## config.mk

```make
export PLATFORM = sky130hd
export DESIGN_NAME = sseld_ctrl
export DESIGN_NICKNAME = d
export VERILOG_FILES = /design/src/hw/rtl/sseld_pkg.sv /design/src/hw/rtl/sseld_ctrl.sv
export VERILOG_INCLUDE_DIRS = /design/src /design/src/hw/rtl
export SDC_FILE = /design/constraint.sdc
export NUM_CORES = 1
export LEC_CHECK = 0
export BUFFER_PORTS_ARGS = -buffer_cell sky130_fd_sc_hd__buf_2
export CAP_MARGIN = 20
export CELL_PAD_IN_SITES_DETAIL_PLACEMENT = 1
export CELL_PAD_IN_SITES_GLOBAL_PLACEMENT = 1
export CORE_UTILIZATION = 37
export CTS_CLUSTER_SIZE = 28
export DETAILED_ROUTE_END_ITERATION = 10
export HOLD_SLACK_MARGIN = 0.1
export PLACE_DENSITY = 0.82
export SLEW_MARGIN = 20
export SYNTH_ARGS = -nofsm -noshare
export SYNTH_HDL_FRONTEND = slang
export SYNTH_SLANG_ARGS = --single-unit
```

## constraint.sdc

```tcl
create_clock -name clk -period 3.1 [get_ports clk]
set_input_delay 0.775 -clock clk [delete_from_list [all_inputs] [get_ports clk]]
set_output_delay 0.775 -clock clk [all_outputs]
set_load 0.005 [all_outputs]
```

## src/hw/rtl/sorted_set_enter_leave_delta_macros.svh

```systemverilog
// Assertion macros shared by the sorted set enter/leave delta RTL.
// No dependencies; included by the controller and the datapath.
`ifndef SORTED_SET_ENTER_LEAVE_DELTA_MACROS_SVH
`define SORTED_SET_ENTER_LEAVE_DELTA_MACROS_SVH
`ifndef SYNTHESIS
`define SSELD_ASSERT_IMP(label, clk, rst_n, ante, cons) \
	label: assert property (@(posedge clk) disable iff (!rst_n) (ante) |-> (cons)) \
		else $error("sorted set delta: assertion failed");
`define SSELD_ASSERT_NEXT(label, clk, rst_n, ante, cons) \
	label: assert property (@(posedge clk) disable iff (!rst_n) (ante) |=> (cons)) \
		else $error("sorted set delta: assertion failed");
`else
`define SSELD_ASSERT_IMP(label, clk, rst_n, ante, cons)
`define SSELD_ASSERT_NEXT(label, clk, rst_n, ante, cons)
`endif
`endif

```

## src/hw/rtl/sseld_pkg.sv

```systemverilog
// Package for the sorted set enter/leave delta block: sizes, payload types,
// event codes and the controller/datapath command and status structs. No dependencies.
`timescale 1ns / 1ps
package sseld_pkg;

	localparam int LIST_DEPTH = 32;
	localparam int SLOT_COUNT = 16;

	localparam int SLOT_W = (SLOT_COUNT > 1) ? $clog2(SLOT_COUNT) : 1;
	localparam int IDX_W  = $clog2(LIST_DEPTH);
	localparam int CNT_W  = $clog2(LIST_DEPTH + 1);
	localparam int MEM_AW = SLOT_W + 1 + IDX_W;
	localparam int MEM_WORDS = 2 ** MEM_AW;

	localparam logic [CNT_W-1:0] DEPTH_C = CNT_W'(LIST_DEPTH);

	localparam logic [1:0] EV_ENTER = 2'd0;
	localparam logic [1:0] EV_LEAVE = 2'd1;
	localparam logic [1:0] EV_DONE  = 2'd2;

	typedef logic [SLOT_W-1:0] slot_idx_t;
	typedef logic [CNT_W-1:0] count_t;

	typedef struct packed {
		logic [3:0]  slot;
		logic [31:0] entity_id;
		logic        has_id;
		logic        end_of_frame;
	} in_item_t;

	typedef struct packed {
		logic [1:0]  event_kind;
		logic [31:0] event_id;
		logic        overflow;
		logic        order_error;
		logic        last;
	} out_item_t;

	typedef struct packed {
		logic       load;
		logic       flag_order;
		logic       rd_issue;
		logic       rd_inc;
		logic       store;
		logic       emit;
		logic [1:0] kind;
		logic       commit;
		logic       flush;
	} dp_cmd_t;

	typedef struct packed {
		logic has_id;
		logic eof;
		logic order_bad;
		logic rd_avail;
		logic lt;
		logic eq;
		logic can_emit;
		logic pend_valid;
		logic out_free;
	} dp_status_t;

	typedef slot_idx_t slot_tbl_t [16];

	function automatic slot_tbl_t mk_slot_tbl();
		slot_tbl_t t;
		for (int i = 0; i < 16; i++) begin
			t[i] = slot_idx_t'(i % SLOT_COUNT);
		end
		return t;
	endfunction

	localparam slot_tbl_t SLOT_TBL = mk_slot_tbl();

	function automatic slot_idx_t slot_fold(input logic [3:0] v);
		return SLOT_TBL[v];
	endfunction

endpackage

```

## src/hw/rtl/sseld_ctrl.sv

```systemverilog
// Controller of the sorted set enter/leave delta block: the merge sequencer
// that drives the datapath by command and reads its status. Uses sseld_pkg.
`timescale 1ns / 1ps
`include "sorted_set_enter_leave_delta_macros.svh"
module sseld_ctrl (
	input  logic                  clk,
	input  logic                  arst_n,
	input  logic                  in_valid,
	output logic                  in_ready,
	input  sseld_pkg::dp_status_t st,
	output sseld_pkg::dp_cmd_t    cmd
);
	import sseld_pkg::*;

	typedef enum logic [8:0] {
		S_IDLE  = 9'b000000001,
		S_CHECK = 9'b000000010,
		S_READ  = 9'b000000100,
		S_CMP   = 9'b000001000,
		S_ENTER = 9'b000010000,
		S_TREAD = 9'b000100000,
		S_TCMP  = 9'b001000000,
		S_DONE  = 9'b010000000,
		S_FLUSH = 9'b100000000
	} state_t;

	state_t state_q;
	state_t state_d;
	state_t after_id;

	assign in_ready = state_q == S_IDLE;
	assign after_id = st.eof ? S_TREAD : S_FLUSH;

	always_comb begin
		cmd     = '0;
		state_d = state_q;
		case (state_q)
			S_IDLE: begin
				if (in_valid) begin
					cmd.load = 1'b1;
					state_d  = S_CHECK;
				end
			end
			S_CHECK: begin
				if (st.has_id && !st.order_bad) begin
					state_d = S_READ;
				end else begin
					cmd.flag_order = st.has_id;
					state_d        = after_id;
				end
			end
			S_READ: begin
				if (st.rd_avail) begin
					cmd.rd_issue = 1'b1;
					state_d      = S_CMP;
				end else begin
					state_d = S_ENTER;
				end
			end
			S_CMP: begin
				if (st.lt) begin
					if (st.can_emit) begin
						cmd.emit   = 1'b1;
						cmd.kind   = EV_LEAVE;
						cmd.rd_inc = 1'b1;
						state_d    = S_READ;
					end
				end else if (st.eq) begin
					cmd.rd_inc = 1'b1;
					cmd.store  = 1'b1;
					state_d    = after_id;
				end else begin
					state_d = S_ENTER;
				end
			end
			S_ENTER: begin
				if (st.can_emit) begin
					cmd.emit  = 1'b1;
					cmd.kind  = EV_ENTER;
					cmd.store = 1'b1;
					state_d   = after_id;
				end
			end
			S_TREAD: begin
				if (st.rd_avail) begin
					cmd.rd_issue = 1'b1;
					state_d      = S_TCMP;
				end else begin
					state_d = S_DONE;
				end
			end
			S_TCMP: begin
				if (st.can_emit) begin
					cmd.emit   = 1'b1;
					cmd.kind   = EV_LEAVE;
					cmd.rd_inc = 1'b1;
					state_d    = S_TREAD;
				end
			end
			S_DONE: begin
				if (st.can_emit) begin
					cmd.emit   = 1'b1;
					cmd.kind   = EV_DONE;
					cmd.commit = 1'b1;
					state_d    = S_FLUSH;
				end
			end
			S_FLUSH: begin
				if (!st.pend_valid) begin
					state_d = S_IDLE;
				end else if (st.out_free) begin
					cmd.flush = 1'b1;
					state_d   = S_IDLE;
				end
			end
			default: state_d = S_IDLE;
		endcase
	end

	always_ff @(posedge clk or negedge arst_n) begin
		if (!arst_n) begin
			state_q <= S_IDLE;
		end else begin
			state_q <= state_d;
		end
	end

	`SSELD_ASSERT_NEXT(a_busy_after_accept, clk, arst_n, in_valid && in_ready, !in_ready)
	`SSELD_ASSERT_IMP(a_emit_has_room, clk, arst_n, cmd.emit, st.can_emit)
	`SSELD_ASSERT_NEXT(a_flush_ends_item, clk, arst_n, cmd.flush, state_q == S_IDLE)

endmodule

```

==> run summary <==
The register with the most flip-flops in the layout has 9 of them. The site row count is 16. In this run the tightest slew margin relative to its limit is 62.0%. The overall die area is 0.00242 mm². The number of antenna diodes in the final layout is 0. The clock tree skew after final layout came out at 0.170 ps. The sequential cell area in the final layout came out at 228 µm².

The tightest min-delay check is of the primary input to asynchronous set/reset pin type. The required time reported for the critical path endpoint came out at 2320 ps. More flip-flops sit in one register than any other, and that register is state_q. The number of max-slew violations in the final report is 0. The number of routed nets with antenna violations came out at 0.

The wire length per cell is 17.4 µm. The final count of hold timing violations is 0. Clock latency on the worst-skew pair, taken at its later pin, is 260 ps. The total setup violations reported at the end of the flow is 0. The remaining routing DRC violations is 0. At the worst endpoint, the arrival time is 2260 ps.

The synthesized instance count came out at 91. The sequential element share of the synthesized area came out at 27.4%. The global-route wire length before repair came out at 4000 µm.

The estimated wirelength of the detail-placed design came out at 1920 µm. The number of port buffers came out at 22. The global routing usage summed across all routing layers came out at 22.3%.

The area of combinational cells with multiple inputs is 533 µm². The sum of routed wire length over all layers is 2450 µm. The die span in x came out at 49.2 µm. The total area inside the core boundary comes to 0.00202 mm². The hold buffer count at cts is 0. In this run, distinct cell masters in the synthesized netlist total 41.

The overall power came out at 0.573 mW. Entering global routing, the biggest net connects 13 pins. The highest fanout seen on the critical path is 6. The total CTS buffers came out at 3.

The placer congestion estimate came out at 0.893. The post-cts resize count came out at 0. The CTS root buffer is clkbuf_4. For met1 alone, demand over resource in global routing was 28.0%.

The run finished with clean final reports. The worst setup path is launched from a flip-flop. The critical path is of the flip-flop to output port type. The layout filler cell count is 245.

In the final layout, the share of cells above drive strength 1 is 36.0%. The CTS H-tree depth is 1. The vertical extent of the die is 49.2 µm.

The starting density of the core is 40.8%. The share of the clock period used by the worst path is 98.0%. The number of optimization iterations in the first detailed-route pass came out at 4.

The worst setup path is captured at an output port. The number of antenna violations at the first check in global routing is 0. After the last flow step, the layout net total stands at 127. The number of setup buffers added after CTS came out at 0. The deepest clock path buffer count is 2. The area growth from synthesis to layout is 17.3%. The via count of the first global-routing pass came out at 825. On the final layout, the worst hold slack is 353 ps. In this run the most used layer during global routing was met2. Synthesis inferred 9 register bits.

Among all flip-flop cells after synthesis, the most frequent one is dfrtp_1. Global routing consumed, on the met3 layer, 3.74% of the routing resources. The number of ports placed on the die boundary came out at 23. Across the run, the number of max-cap violations was 0. The largest registers in the layout are state_q (9). TritonCTS built the clock tree. Across all layers, the routed design uses 825 vias. The timing-limited maximum frequency is 329 MHz.

The worst path needs 3040 ps of the cycle, external delays included. The async set-reset flop share out of synthesis came out at 100%. Adding up every negative setup slack in the final design gives 0 ps.

The transition time at the pin with the least slew margin is 563 ps. Dividing total power by cell area gives a power density of 592 mW/mm². The clock transition time at the flip-flop clock pins of the worst setup and hold paths is 60 ps. The number of DRC markers after the initial detailed-route iteration came out at 18. In this run the mean area of a mapped cell was 9.07 µm². After detailed routing, the number of vias per cell comes to 5.85. After global routing the overflow that remains totals 0.

The maximum vdd drop came out at 0.298 mV. The number of enable flip-flop cells after synthesis came out at 0. The combined area of all synthesized cells came out at 826 µm². The clock drives 9 sinks. The met2 demand-to-capacity share in global routing came out at 39.5%.

The analysis attributes to cell leakage a power of 0.452 nW. Setup repair after global routing left no endpoint under its margin. The number of nets in the synthesized netlist came out at 103. The number of synthesis warnings came out at 0.
[power by group]
| part | total, mW | switching, mW | internal, mW |
|---|---|---|---|
| logic | 0.300 | 0.165 | 0.136 |
| clock network | 0.0905 | 0.0409 | 0.0496 |
| registers | 0.183 | 0.0404 | 0.142 |
[cell usage after synthesis, types with 2 or more instances]
master	number	area (µm²)
nand4b_1	4	35.0
nand3_1	3	15.0
nor2_1	5	18.8
and4_1	2	17.5
dfrtp_1	8	200
a21oi_1	3	15.0
o2bb2ai_1	2	17.5
nor3b_1	2	15.0
and2_1	5	31.3
nand2_1	7	26.3
xnor2_1	3	26.3
nor4_1	4	25.0
buf_6	2	22.5
nor4b_1	4	35.0
or2_2	2	12.5
nand3b_1	2	15.0
or4_4	2	22.5
o21ai_0	4	20.0
inv_1	4	15.0
nand4_1	2	12.5
[metrics by stage]
stage | setup WS (ps) | cell area (µm²) | util [%] | cells
after floorplan | 411 | 826 | - | 91
after global placement | 386 | 928 | 45.9 | 137
after detailed placement | 293 | 928 | 45.9 | 137
after CTS | 0.179 | 955 | 47.2 | 141
after global routing | 8.85 | 968 | 47.9 | 141
final | 61.5 | 968 | 47.9 | 141
[logic make-up after synthesis]
| family | count (synthesis) | share of synthesized area, % |
|---|---|---|
| flops | 9 | 27.4 |
| buf+inv | 10 | 9.54 |
| simple gates | 50 | 40.3 |
| xor+xnor | 4 | 4.24 |
| compound gates | 18 | 18.5 |
[final cells by class]
class	instances	area share, %
multi-input cells	72	55.0
well taps	27	3.49
repair buffers	25	13.7
clock buffers	4	2.71
flip-flops and latches	9	23.5
inverters	4	1.55
[per-layer routing]
metal | share of wire [%] | vias up
met5 | 0 | -
met4 | 0 | 0
met3 | 3.1 | 0
met2 | 51 | 17
met1 | 46 | 415
li1 | - | 393
[worst paths after layout]
path	startpoint	end	slack [ps]	cells after the start
max	state_q[5]	cmd[4]	60	5
max reg2reg	state_q[5]	state_q[4]	800	5
min	arst_n	state_q[8]	350	1
max in group asynchronous	arst_n	state_q[0]	2500	1
min reg2reg	state_q[4]	state_q[4]	670	1
min in group clk	state_q[4]	state_q[4]	670	1
[layout by cell type, fill, tap and decap left out, types with 2 or more instances in the layout]
cell | netlist | routed
nand2_1 | 7 | 7
buf_2 | 0 | 22
nand4_1 | 2 | 2
or2_2 | 2 | 2
o2bb2ai_1 | 2 | 2
clkbuf_4 | 0 | 3
nor4_1 | 4 | 3
xnor2_1 | 3 | 3
nand3b_1 | 2 | 2
nor2_1 | 5 | 5
nor3b_1 | 2 | 2
buf_4 | 1 | 3
and2_1 | 5 | 5
or4_4 | 2 | 2
nand4b_1 | 4 | 4
inv_1 | 4 | 4
dfrtp_1 | 8 | 7
nor4b_1 | 4 | 3
a21oi_1 | 3 | 3
and4_1 | 2 | 2
o21ai_0 | 4 | 4
nand3_1 | 3 | 3
[worst max-delay path: stages, from the launching register on]
cell and delay, ps:
dfrtp_1 460, or4_4 560, or4_4 550, a21bo_2 230, o31ai_1 60, buf_2 150
Note: power is estimated with default switching activity, not from simulation.
